**src/swle_pkg.sv**
```systemverilog
// shared types and constants of the stop-and-wait link engine
package swle_pkg;

  typedef enum logic [1:0] {
    KIND_S = 2'd0,
    KIND_R = 2'd1,
    KIND_E = 2'd2
  } msg_kind_e;

  localparam logic [7:0] CHAR_S = 8'h53;
  localparam logic [7:0] CHAR_R = 8'h52;
  localparam logic [7:0] CHAR_E = 8'h45;

  localparam logic CFG_TICKS = 1'b0;
  localparam logic CFG_RETRY = 1'b1;

  localparam logic ACT_TICK = 1'b0;
  localparam logic ACT_BYTE = 1'b1;

  localparam logic [15:0] TICKS_RESET = 16'd100;
  localparam logic [7:0]  RETRY_RESET = 8'd5;

  typedef struct packed {
    msg_kind_e  kind;
    logic [7:0] seq;
    logic       last;
  } msg_t;

  // up to two messages produced by one tick, in order
  typedef struct packed {
    logic [1:0] num;
    msg_t       m0;
    msg_t       m1;
  } push_t;

endpackage

```
**src/stop_and_wait_link_engine.sv**
```systemverilog
// top level of the stop-and-wait link engine
// Input channel (in_valid_i/in_ready_o) takes one word per cycle while ready: a timer tick
// (action_i = 0) or a received radio byte (action_i = 1, rx_data_i).
// Output channel (out_valid_o/out_ready_i) gives one message per transfer:
// kind S/R/E, sequence byte, and last_msg_o on the final message of a tick.
// A tick gives zero, one or two messages; byte words give none.
// A message is written into the message queue when its tick is accepted,
// then moved into the output register, which presents it on the output.
// Throughput: one word per cycle while ticks give at most one message and
// out_ready_i is high; ticks with two messages are limited by the
// one-message-per-cycle output register draining the four-entry message queue.
// Config writes (cfg_we_i, cfg_idx_i, cfg_data_i) take effect at once:
// index 0 is ticks per period, index 1 the retry limit.
// Reset sets the period to 100, retry limit to 5, both sequences to 1.
// When the receiver stalls, messages collect in the queue and in_ready_o
// drops once fewer than two entries are free; nothing is lost.
module stop_and_wait_link_engine #(
  parameter int unsigned SeqModulus = 99
) (
  input  logic        clk_i,
  input  logic        rst_ni,
  input  logic        cfg_we_i,
  input  logic        cfg_idx_i,
  input  logic [15:0] cfg_data_i,
  input  logic        in_valid_i,
  output logic        in_ready_o,
  input  logic        action_i,
  input  logic [7:0]  rx_data_i,
  output logic        out_valid_o,
  input  logic        out_ready_i,
  output logic [1:0]  msg_kind_o,
  output logic [7:0]  msg_seq_o,
  output logic        last_msg_o
);
  import swle_pkg::*;

  push_t push;
  logic  space;
  logic  q_pop;
  logic  q_valid;
  msg_t  q_data;
  msg_t  out_msg;

  swle_front #(
    .SeqModulus(SeqModulus)
  ) u_front (
    .clk_i      (clk_i),
    .rst_ni     (rst_ni),
    .cfg_we_i   (cfg_we_i),
    .cfg_idx_i  (cfg_idx_i),
    .cfg_data_i (cfg_data_i),
    .in_valid_i (in_valid_i),
    .in_ready_o (in_ready_o),
    .action_i   (action_i),
    .rx_data_i  (rx_data_i),
    .space_i    (space),
    .push_o     (push)
  );

  swle_msg_fifo u_fifo (
    .clk_i   (clk_i),
    .rst_ni  (rst_ni),
    .push_i  (push),
    .space_o (space),
    .pop_i   (q_pop),
    .valid_o (q_valid),
    .data_o  (q_data)
  );

  swle_back u_back (
    .clk_i       (clk_i),
    .rst_ni      (rst_ni),
    .q_valid_i   (q_valid),
    .q_data_i    (q_data),
    .q_pop_o     (q_pop),
    .out_valid_o (out_valid_o),
    .out_ready_i (out_ready_i),
    .out_o       (out_msg)
  );

  assign msg_kind_o = out_msg.kind;
  assign msg_seq_o  = out_msg.seq;
  assign last_msg_o = out_msg.last;

endmodule

```
**src/swle_front.sv**
```systemverilog
// front end: accepts words, keeps link state and classifies frames into messages
module swle_front #(
  parameter int unsigned SeqModulus = 99
) (
  input  logic             clk_i,
  input  logic             rst_ni,
  input  logic             cfg_we_i,
  input  logic             cfg_idx_i,
  input  logic [15:0]      cfg_data_i,
  input  logic             in_valid_i,
  output logic             in_ready_o,
  input  logic             action_i,
  input  logic [7:0]       rx_data_i,
  input  logic             space_i,
  output swle_pkg::push_t  push_o
);
  import swle_pkg::*;

  logic [7:0] seq_tbl [256];

  for (genvar g = 0; g < 256; g++) begin : g_seq_tbl
    localparam int unsigned NextVal = (g % SeqModulus) + 1;
    assign seq_tbl[g] = NextVal[7:0];
  end

  logic [15:0] ticks_q;
  logic [7:0]  retry_q;
  logic [15:0] phase_q, phase_d;
  logic [7:0]  wait_q, wait_d;
  logic [7:0]  send_seq_q, send_seq_d;
  logic [6:0]  expect_q, expect_d;
  logic        cleared_q, cleared_d;
  logic [1:0]  count_q, count_d;
  logic [7:0]  head_q, head_d;
  logic [7:0]  tail_q, tail_d;

  logic        accept;
  logic [16:0] phase_inc;
  logic        elapsed;
  logic        send_s;
  logic        answer;
  msg_kind_e   ans_kind;
  logic [7:0]  expect_ext;
  logic [7:0]  expect_nxt;

  assign accept     = in_valid_i && space_i;
  assign in_ready_o = space_i;
  assign phase_inc  = {1'b0, phase_q} + 17'd1;
  assign elapsed    = (phase_inc[15:0] == ticks_q);
  assign expect_ext = {1'b0, expect_q};
  assign expect_nxt = seq_tbl[expect_ext];

  always_comb begin
    phase_d    = phase_q;
    wait_d     = wait_q;
    send_seq_d = send_seq_q;
    expect_d   = expect_q;
    cleared_d  = cleared_q;
    count_d    = count_q;
    head_d     = head_q;
    tail_d     = tail_q;
    send_s     = 1'b0;
    answer     = 1'b0;
    ans_kind   = KIND_E;
    if (accept) begin
      if (action_i == ACT_BYTE) begin
        if (rx_data_i != 8'd0) begin
          if (count_q == 2'd0) head_d = rx_data_i;
          if (count_q == 2'd1) tail_d = rx_data_i;
          if (count_q != 2'd3) count_d = count_q + 2'd1;
        end
      end else begin
        // period timer and send decision
        if (elapsed) begin
          phase_d = 16'd0;
          if (cleared_q || (wait_q >= retry_q)) begin
            send_s    = 1'b1;
            cleared_d = 1'b0;
            wait_d    = 8'd0;
          end else if (wait_q != 8'd255) begin
            wait_d = wait_q + 8'd1;
          end
        end else begin
          phase_d = phase_inc[15:0];
        end
        // frame evaluation
        if (count_q == 2'd2) begin
          count_d = 2'd0;
          if (head_q == CHAR_R) begin
            send_seq_d = seq_tbl[send_seq_q];
            cleared_d  = 1'b1;
          end else if (head_q == CHAR_E) begin
            send_seq_d = tail_q;
            cleared_d  = 1'b1;
          end else if (head_q == CHAR_S && tail_q == expect_ext) begin
            answer   = 1'b1;
            ans_kind = KIND_R;
            expect_d = expect_nxt[6:0];
          end else begin
            answer = 1'b1;
          end
        end else if (count_q == 2'd3) begin
          count_d = 2'd0;
          answer  = 1'b1;
        end
      end
    end
  end

  always_comb begin
    push_o.num     = {1'b0, send_s} + {1'b0, answer};
    push_o.m1.kind = ans_kind;
    push_o.m1.seq  = expect_ext;
    push_o.m1.last = 1'b1;
    if (send_s) begin
      push_o.m0.kind = KIND_S;
      push_o.m0.seq  = send_seq_q;
      push_o.m0.last = !answer;
    end else begin
      push_o.m0 = push_o.m1;
    end
  end

  always_ff @(posedge clk_i or negedge rst_ni) begin
    if (!rst_ni) begin
      ticks_q    <= TICKS_RESET;
      retry_q    <= RETRY_RESET;
      phase_q    <= 16'd0;
      wait_q     <= 8'd0;
      send_seq_q <= 8'd1;
      expect_q   <= 7'd1;
      cleared_q  <= 1'b0;
      count_q    <= 2'd0;
      head_q     <= 8'd0;
      tail_q     <= 8'd0;
    end else begin
      if (cfg_we_i && cfg_idx_i == CFG_TICKS) ticks_q <= cfg_data_i;
      if (cfg_we_i && cfg_idx_i == CFG_RETRY) retry_q <= cfg_data_i[7:0];
      phase_q    <= phase_d;
      wait_q     <= wait_d;
      send_seq_q <= send_seq_d;
      expect_q   <= expect_d;
      cleared_q  <= cleared_d;
      count_q    <= count_d;
      head_q     <= head_d;
      tail_q     <= tail_d;
    end
  end

endmodule

```
**src/swle_msg_fifo.sv**
```systemverilog
// short message queue between front and back, two writes and one read per cycle
module swle_msg_fifo (
  input  logic             clk_i,
  input  logic             rst_ni,
  input  swle_pkg::push_t  push_i,
  output logic             space_o,
  input  logic             pop_i,
  output logic             valid_o,
  output swle_pkg::msg_t   data_o
);
  import swle_pkg::*;

  localparam int unsigned QDepth = 4;
  localparam int unsigned QAw    = $clog2(QDepth);
  localparam int unsigned QCw    = $clog2(QDepth + 1);

  msg_t           mem_q [QDepth];
  logic [QAw-1:0] wr_ptr_q, wr_ptr_d;
  logic [QAw-1:0] rd_ptr_q, rd_ptr_d;
  logic [QCw-1:0] cnt_q, cnt_d;
  logic [QAw-1:0] wr_ptr_p1;

  assign wr_ptr_p1 = wr_ptr_q + QAw'(1);
  assign valid_o   = (cnt_q != '0);
  assign data_o    = mem_q[rd_ptr_q];
  assign space_o   = (cnt_q <= QCw'(QDepth - 2));

  always_comb begin
    wr_ptr_d = wr_ptr_q + QAw'(push_i.num);
    rd_ptr_d = pop_i ? rd_ptr_q + QAw'(1) : rd_ptr_q;
    cnt_d    = cnt_q + QCw'(push_i.num) - QCw'(pop_i);
  end

  always_ff @(posedge clk_i) begin
    if (push_i.num != 2'd0) mem_q[wr_ptr_q]  <= push_i.m0;
    if (push_i.num == 2'd2) mem_q[wr_ptr_p1] <= push_i.m1;
  end

  always_ff @(posedge clk_i or negedge rst_ni) begin
    if (!rst_ni) begin
      wr_ptr_q <= '0;
      rd_ptr_q <= '0;
      cnt_q    <= '0;
    end else begin
      wr_ptr_q <= wr_ptr_d;
      rd_ptr_q <= rd_ptr_d;
      cnt_q    <= cnt_d;
    end
  end

endmodule

```
**src/swle_back.sv**
```systemverilog
// back end: drains the queue into the output register
module swle_back (
  input  logic             clk_i,
  input  logic             rst_ni,
  input  logic             q_valid_i,
  input  swle_pkg::msg_t   q_data_i,
  output logic             q_pop_o,
  output logic             out_valid_o,
  input  logic             out_ready_i,
  output swle_pkg::msg_t   out_o
);
  import swle_pkg::*;

  logic out_valid_q, out_valid_d;
  msg_t out_q;

  assign q_pop_o     = q_valid_i && (!out_valid_q || out_ready_i);
  assign out_valid_o = out_valid_q;
  assign out_o       = out_q;

  always_comb begin
    if (q_pop_o) begin
      out_valid_d = 1'b1;
    end else if (out_ready_i) begin
      out_valid_d = 1'b0;
    end else begin
      out_valid_d = out_valid_q;
    end
  end

  always_ff @(posedge clk_i) begin
    if (q_pop_o) out_q <= q_data_i;
  end

  always_ff @(posedge clk_i or negedge rst_ni) begin
    if (!rst_ni) begin
      out_valid_q <= 1'b0;
    end else begin
      out_valid_q <= out_valid_d;
    end
  end

endmodule
```
**config.mk**
```make
export PLATFORM = sky130hd
export DESIGN_NAME = stop_and_wait_link_engine
export DESIGN_NICKNAME = d
export VERILOG_FILES = /design/src/swle_pkg.sv /design/src/stop_and_wait_link_engine.sv /design/src/swle_front.sv /design/src/swle_msg_fifo.sv /design/src/swle_back.sv
export SDC_FILE = /design/constraint.sdc
export NUM_CORES = 1
export LEC_CHECK = 0
export ABC_CLOCK_PERIOD_IN_PS = 3300
export BUFFER_PORTS_ARGS = -buffer_cell sky130_fd_sc_hd__clkbuf_2
export CAP_MARGIN = 20
export CORE_ASPECT_RATIO = 2
export CORE_MARGIN = 3
export CORE_UTILIZATION = 55
export CTS_CLUSTER_SIZE = 24
export DETAILED_ROUTE_END_ITERATION = 10
export GPL_TIMING_DRIVEN = 1
export HOLD_SLACK_MARGIN = 0.05
export PLACE_DENSITY = 0.76
export SLEW_MARGIN = 20
export SYNTH_ARGS = -nofsm -noshare
export SYNTH_HDL_FRONTEND = slang
export SYNTH_SLANG_ARGS = --single-unit
```
**constraint.sdc**
```tcl
create_clock -name clk_i -period 3.3 [get_ports clk_i]
set_input_delay 0.165 -clock clk_i [delete_from_list [all_inputs] [get_ports clk_i]]
set_output_delay 0.165 -clock clk_i [all_outputs]
set_load 0.01 [all_outputs]
```
# Word level (Yosys, flattened, before mapping)
# Memories as Yosys holds them, arrays and structs flattened. A register that Yosys moved wholly into a read port is not among the register bits.
# Index checks and enable logic that the tools add are counted.
word_totals:
  regBits: 83
  mem_bits_rw: 44
  rom_bits: 4096
  inputBits: 31
  n_memories: 3
memory_table:
  columns: ["memory", "depth", "width", "rd", "rd_ports_with_merged_regs", "write_ports", "line_no", "text"]
  rows:
  - ["(no name shown)", 256, 8, 1, 0, 0, "swle_front.sv:90", "send_seq_d = seq_tbl[send_seq_q];"]
  - ["(no name shown)", 256, 8, 1, 1, 0, "swle_front.sv:51", "assign expect_nxt = seq_tbl[expect_ext];"]
  - ["u_fifo.mem_q", 4, 11, 1, 1, 2, "swle_msg_fifo.sv:17", "msg_t mem_q [QDepth];"]
op_classes:
  add_sub_neg: 9
  magnitude_cmp: 3
  eq_ne: 13
  n_mux: 40
  n_bitwise: 6
  n_reduce_logical: 25
ops:
  columns: ["op", "n"]
  rows:
  - ["8-bit 2-to-1 mux", 6]
  - ["8-bit by 7-bit equality test with 1-bit output (second input constant)", 3]
  - ["2-bit 2-to-1 mux", 11]
  - ["1-bit 2-to-1 mux", 21]
  - ["4-bit AND reduction", 5]
  - ["16-bit by 1-bit adder with 16-bit output (second input constant)", 1]
  - ["16-bit equality test", 1]
  - ["16-bit 2-to-1 mux", 1]
  - ["11-bit 2-to-1 mux", 1]
  - ["9-bit greater-or-equal comparator (second input constant)", 1]
  - ["7-bit inverter with 9-bit output", 1]
  - ["8-bit inverter with 9-bit output", 1]
  - ["8-bit by 1-bit adder with 8-bit output (second input constant)", 1]
  - ["8-bit by 7-bit equality test with 1-bit output", 1]
  - ["8-bit greater-or-equal comparator", 1]
  - ["8-bit inequality test (second input constant)", 1]
  - ["2-bit nonzero test", 4]
  - ["8-bit nonzero test", 1]
  - ["2-bit by 1-bit adder with 2-bit output (second input constant)", 3]
  - ["2-bit equality test (second input constant)", 3]
  - ["6-bit AND reduction", 1]
  - ["3-bit nonzero test", 2]
  - ["1-bit logical AND", 5]
  - ["2-bit by 1-bit inequality test with 1-bit output (second input constant)", 2]
  - ["other kinds (12)", 18]

# Longest topological paths before layout
logic_depth:
  ltp_word: 10
  mapped_depth: 15
  ltp_nobuf: 14

# Modules after synthesis
# A second synthesis with hierarchy kept.
hier_totals:
  hier_cells: 768
  area_unflattened_um2: 8534.4
by_module_without_submodules:
  columns: ["module", "n_inst", "cells_each", "area_each_um2", "seq_area_each_um2"]
  rows:
  - ["swle_front", 1, 608, 5519.0, 2060.7]
  - ["swle_msg_fifo", 1, 145, 2641.3, 1496.4]
  - ["swle_back", 1, 15, 374.1, 355.3]

# Worst setup path before layout
# Ideal clock, no wire load.
synth_path:
  path_type: "flip-flop to flip-flop"
  start: "register u_front.phase_q[0]"
  end: "memory u_fifo.mem_q[1][1] (netlist bit) (data pin)"
  setup_ns: 0.132
  t_arrival_ns: 3.505
  t_required_ns: 3.168
  path_slack_ns: -0.338
  stages_incl_launch_ff: 13
  n_path_buf: 1
  period_less_slack_ns: 3.638
  cell_sequence: "dfrtp_1 ha_1 nand3_4 or3_1 a211oi_2 o2111ai_1 nor4_1 inv_1 ha_1 or3b_2 clkbuf_1 nor4b_4 a22o_1"
synth_lines:
  columns: ["item", "line_no", "text"]
  rows:
  - ["start, declared", "swle_front.sv:28", "logic [15:0] phase_q, phase_d;"]
  - ["start signal, assigned", "swle_front.sv:139", "phase_q <= phase_d;"]
  - ["end, declared", "swle_msg_fifo.sv:17", null]

# Final worst setup path
layout_path:
  start: "register u_front.phase_q[2]"
  end: "register u_fifo.cnt_q[2]"
layout_via:
  elab_chain_len: 8
layout_lines:
  columns: ["item", "line_no", "text"]
  rows:
  - ["16-bit by 1-bit adder with 16-bit output", "swle_front.sv:48", "assign phase_inc = {1'b0, phase_q} + 17'd1;"]
  - ["16-bit equality test", "swle_front.sv:49", "assign elapsed = (phase_inc[15:0] == ticks_q);"]
  - ["1-bit 2-to-1 mux", "swle_front.sv:74", "if (elapsed) begin"]
  - ["1-bit 2-to-1 mux", "swle_front.sv:66", "if (action_i == ACT_BYTE) begin"]
  - ["1-bit 2-to-1 mux", "swle_front.sv:65", "if (accept) begin"]
  - ["1-bit by 1-bit adder with 2-bit output", "swle_front.sv:111", "push_o.num = {1'b0, send_s} + {1'b0, answer};"]
  - ["3-bit by 2-bit adder with 3-bit output", "swle_msg_fifo.sv:31", "cnt_d = cnt_q + QCw'(push_i.num) - QCw'(pop_i);"]
  - ["3-bit by 1-bit subtractor with 3-bit output", "swle_msg_fifo.sv:31", null]
  - ["net u_fifo.cnt_d[2]", "swle_msg_fifo.sv:20", "logic [QCw-1:0] cnt_q, cnt_d;"]
  - ["end signal, assigned", "swle_msg_fifo.sv:47", "cnt_q <= cnt_d;"]
  - ["end, declared", "swle_msg_fifo.sv:20", null]
# The timed path passes the listed nets, and every way through them passes these cells.
# A chain may end at the register's enable or synchronous reset.

==> impl_metrics.py <==
metrics = {
    "grt": {
        "gr-total-overflow": 0,
        "grt_pass1_vias": 7098,
        "grt_max_degree": 41,
        "grt_pass1_wl_um": 35100,
        "track_usage": 0.268,
        "antenna_found_initial": 0,
    },
    "cells_and_area": {
        "final_common_cell": "dfrtp_1",
        "drive_gt1_frac": 0.260,
        "final_cell_mix": "dfrtp_1, nand2_1, buf_4, o21ai_0, edfxtp_1",
        "post-route-cell-area_um2": 10100,
        "area_growth_pct": 20.6,
        "final_nets": 956,
        "post-route-util": 0.677,
        "diodes": 0,
        "stdcell_count": 1100,
        "nFillCells": 1072,
    },
    "logic_synthesis": {
        "yosys.area.top_type_share": 0.248,
        "syn_inst": 793,
        "yosys_most_used_dff": "dfrtp_1",
        "syn-num-nets": 857,
        "yosysUniqueCellTypes": 76,
        "yosys_warnings": 0,
        "synth_edf_count": 47,
        "syn_area_per_cell_um2": 10.5,
        "async_flop_share": 0.621,
        "ys_top_cells_by_area": "dfrtp_1, edfxtp_1, mux2_2, ha_1, o21ai_0",
        "yosysSeqAreaShare": 0.458,
        "synthesis.area_um2": 8360,
        "synth_top_area_cell": "dfrtp_1",
        "synth-seq-cells": 145,
    },
    "critical_path": {
        "path_class": "reg -> reg",
        "start_kind": "flip-flop",
        "required_ns": 3.61,
        "cp_max_fo": 5,
        "cp.arrival_ns": 3.53,
        "critical_path.endpoint_type": "flip-flop",
    },
    "routing": {
        "drtAntennaViolNets": 0,
        "drt_iter0_markers": 494,
        "wl_per_cell_um": 19.7,
        "dr.pass1.iters": 4,
        "dr_wl_met3_um": 624,
        "wl_um": 21700,
        "vias_per_cell": 6.13,
        "top_layer": "met4",
        "wirelength_met1_um": 7000,
        "vias": 6738,
        "drc_errors": 0,
        "met2WireLength_um": 12700,
    },
    "timing": {
        "hold_slack_ns": 0.207,
        "setup_viol": 0,
        "fin_crit_ns": 3.22,
        "tns_ns": 0,
        "setup_ws_ns": 0.0827,
        "finalHoldViolCount": 0,
        "worst_pin_slew_ns": 0.795,
        "fin_skew_ns": 0.0102,
        "max-slew-margin-rel": 0.470,
        "finalCritPeriodShare": 0.975,
        "drv_slew": 0,
        "fmax_mhz": 311,
    },
    "placed_design": {
        "gp_congestion": 0.897,
        "dp_hpwl_um": 16100,
        "io_buffers": 43,
        "post_dp_cell_area_um2": 9080,
        "pre_cts_slack_ns": -0.0373,
        "dp_cells": 1035,
    },
    "cts": {
        "clock-sinks": 145,
        "cts_buffers": 17,
        "path_clk_slew_ns": 0.06,
        "worstSkewPairLatency_ns": 0.43,
        "cts_max_level": 4,
        "root_buffer": "clkbuf_16",
        "clockBufferDepth": 2,
        "tritoncts": "done",
    },
    "power": {
        "peakVddDrop_v": 0.000390,
        "p_total_mw": 5.89,
        "leakage_nw": 4.19,
        "p_per_area_nw_per_um2": 584,
    },
    "floorplanning": {
        "ios": 44,
        "fp.dieH_um": 180,
        "core-area_um2": 14900,
        "rows": 63,
        "dieWidth_um": 93.2,
        "start_util": 0.561,
        "dieArea_um2": 16800,
    },
    "hold_path": {
        "min_path_type": "in -> reg",
    },
    "job": {
        "drv_cap": 0,
    },
    "status": {
        "outcome": "finished, final reports clean",
    },
}
[worst max-delay path: stages, from the launching register on]
cell	delay (ns)
dfrtp_2	0.42
buf_4	0.15
nand4_1	0.20
buf_4	0.21
o31ai_2	0.20
and3_1	0.22
nor2_1	0.07
nand3_2	0.11
nor4_4	0.05
buf_4	0.16
ha_4	0.26
inv_1	0.04
ha_1	0.25
inv_1	0.04
ha_2	0.17
fa_1	0.40
xnor2_1	0.14
[synth_stat cells (all sizes together) (4+ instances only)]
library cell	instances
nand2b	5
and4	8
nand2	71
nand4	14
dfstp	7
nor2	34
clkbuf	32
mux2i	5
dfrtp	83
buf	21
or3	12
nand3b	6
edfxtp	47
a22o	29
xnor2	24
a21oi	40
dfxtp	8
a211oi	13
nor4b	4
xor2	8
o31ai	8
nor3	16
o211ai	5
and3	12
nor3b	5
nor2b	11
nand3	18
ha	32
o21ai	61
nor4	8
inv	36
o22a	4
mux4	12
a31oi	6
mux2	40
and2	8
[repair_timing]
action,CTS,global route
hold buffers,26,0
gates resized for setup,4,24
endpoints found under the hold margin,76,0
pin swaps,1,9
setup buffers,0,7
setup endpoints to repair,23,65
cloned,0,0
[final timing paths]
| path | from | endpoint | slack (ns) | cells after the start |
|---|---|---|---|---|
| min in group asynchronous | rst_ni | u_front.phase_q[12] | 0.24 | 2 |
| max reg2reg | u_front.phase_q[2] | u_fifo.cnt_q[2] | 0.08 | 16 |
| max | u_front.phase_q[2] | u_fifo.cnt_q[2] | 0.08 | 16 |
| max in group asynchronous | rst_ni | u_front.expect_q[0] | 2.23 | 3 |
| min | in_valid_i | u_front.count_q[0] | 0.21 | 4 |
| min reg2reg | u_fifo.mem_q[0][0] | u_fifo.mem_q[0][0] | 0.47 | 1 |
[routing by layer]
metal / GRT usage / up-vias
met2: 0.511 / 199
met5: 0 / -
met4: 0.172 / 0
met3: 0.0518 / 87
li1: - / 3126
met1: 0.249 / 3326
[state kept, by name, indices dropped and copies added (netlist names)]
name / count
u_fifo.rd_ptr_q: 2
u_fifo.mem_q: 44
u_back.out_valid_o: 1
u_front.cleared_q: 1
u_front.retry_q: 8
u_fifo.cnt_q: 3
u_front.send_seq_q: 8
u_fifo.wr_ptr_q: 2
u_front.wait_q: 8
u_front.ticks_q: 16
u_front.count_q: 2
u_front.head_q: 8
u_front.expect_q: 7
u_front.tail_q: 8
u_front.phase_q: 16
u_back.out_o: 11
[cell type report]
cell class | count | area, um^2 | share of cell area
Multi-Input combinational cell | 559 | 4280 | 0.425
Sequential cell | 145 | 3840 | 0.381
Timing Repair Buffer | 133 | 1000 | 0.0992
Clock buffer | 17 | 425 | 0.0422
Tap cell | 195 | 244 | 0.0242
Clock inverter | 15 | 156 | 0.0155
Inverter | 36 | 135 | 0.0134
[logic make-up after synthesis]
group / after synthesis / synth area share
buffers and inverters: 89 / 0.0449
adders and majority gates: 33 / 0.0503
AOI/OAI and AO/OA: 193 / 0.154
muxes: 57 / 0.0922
and+or+nand+nor: 244 / 0.166
xor gates and xnor gates: 32 / 0.0344
DFF: 145 / 0.458
[power by group]
group	switching, mW	total, mW	internal [mW]	leakage (nW)
clock	0.803	1.92	1.12	0.288
sequential	0.334	2.54	2.20	1.59
combinational	0.693	1.43	0.735	2.31
total	1.83	5.89	4.06	4.19
Note: power is estimated with default switching activity, not from simulation.
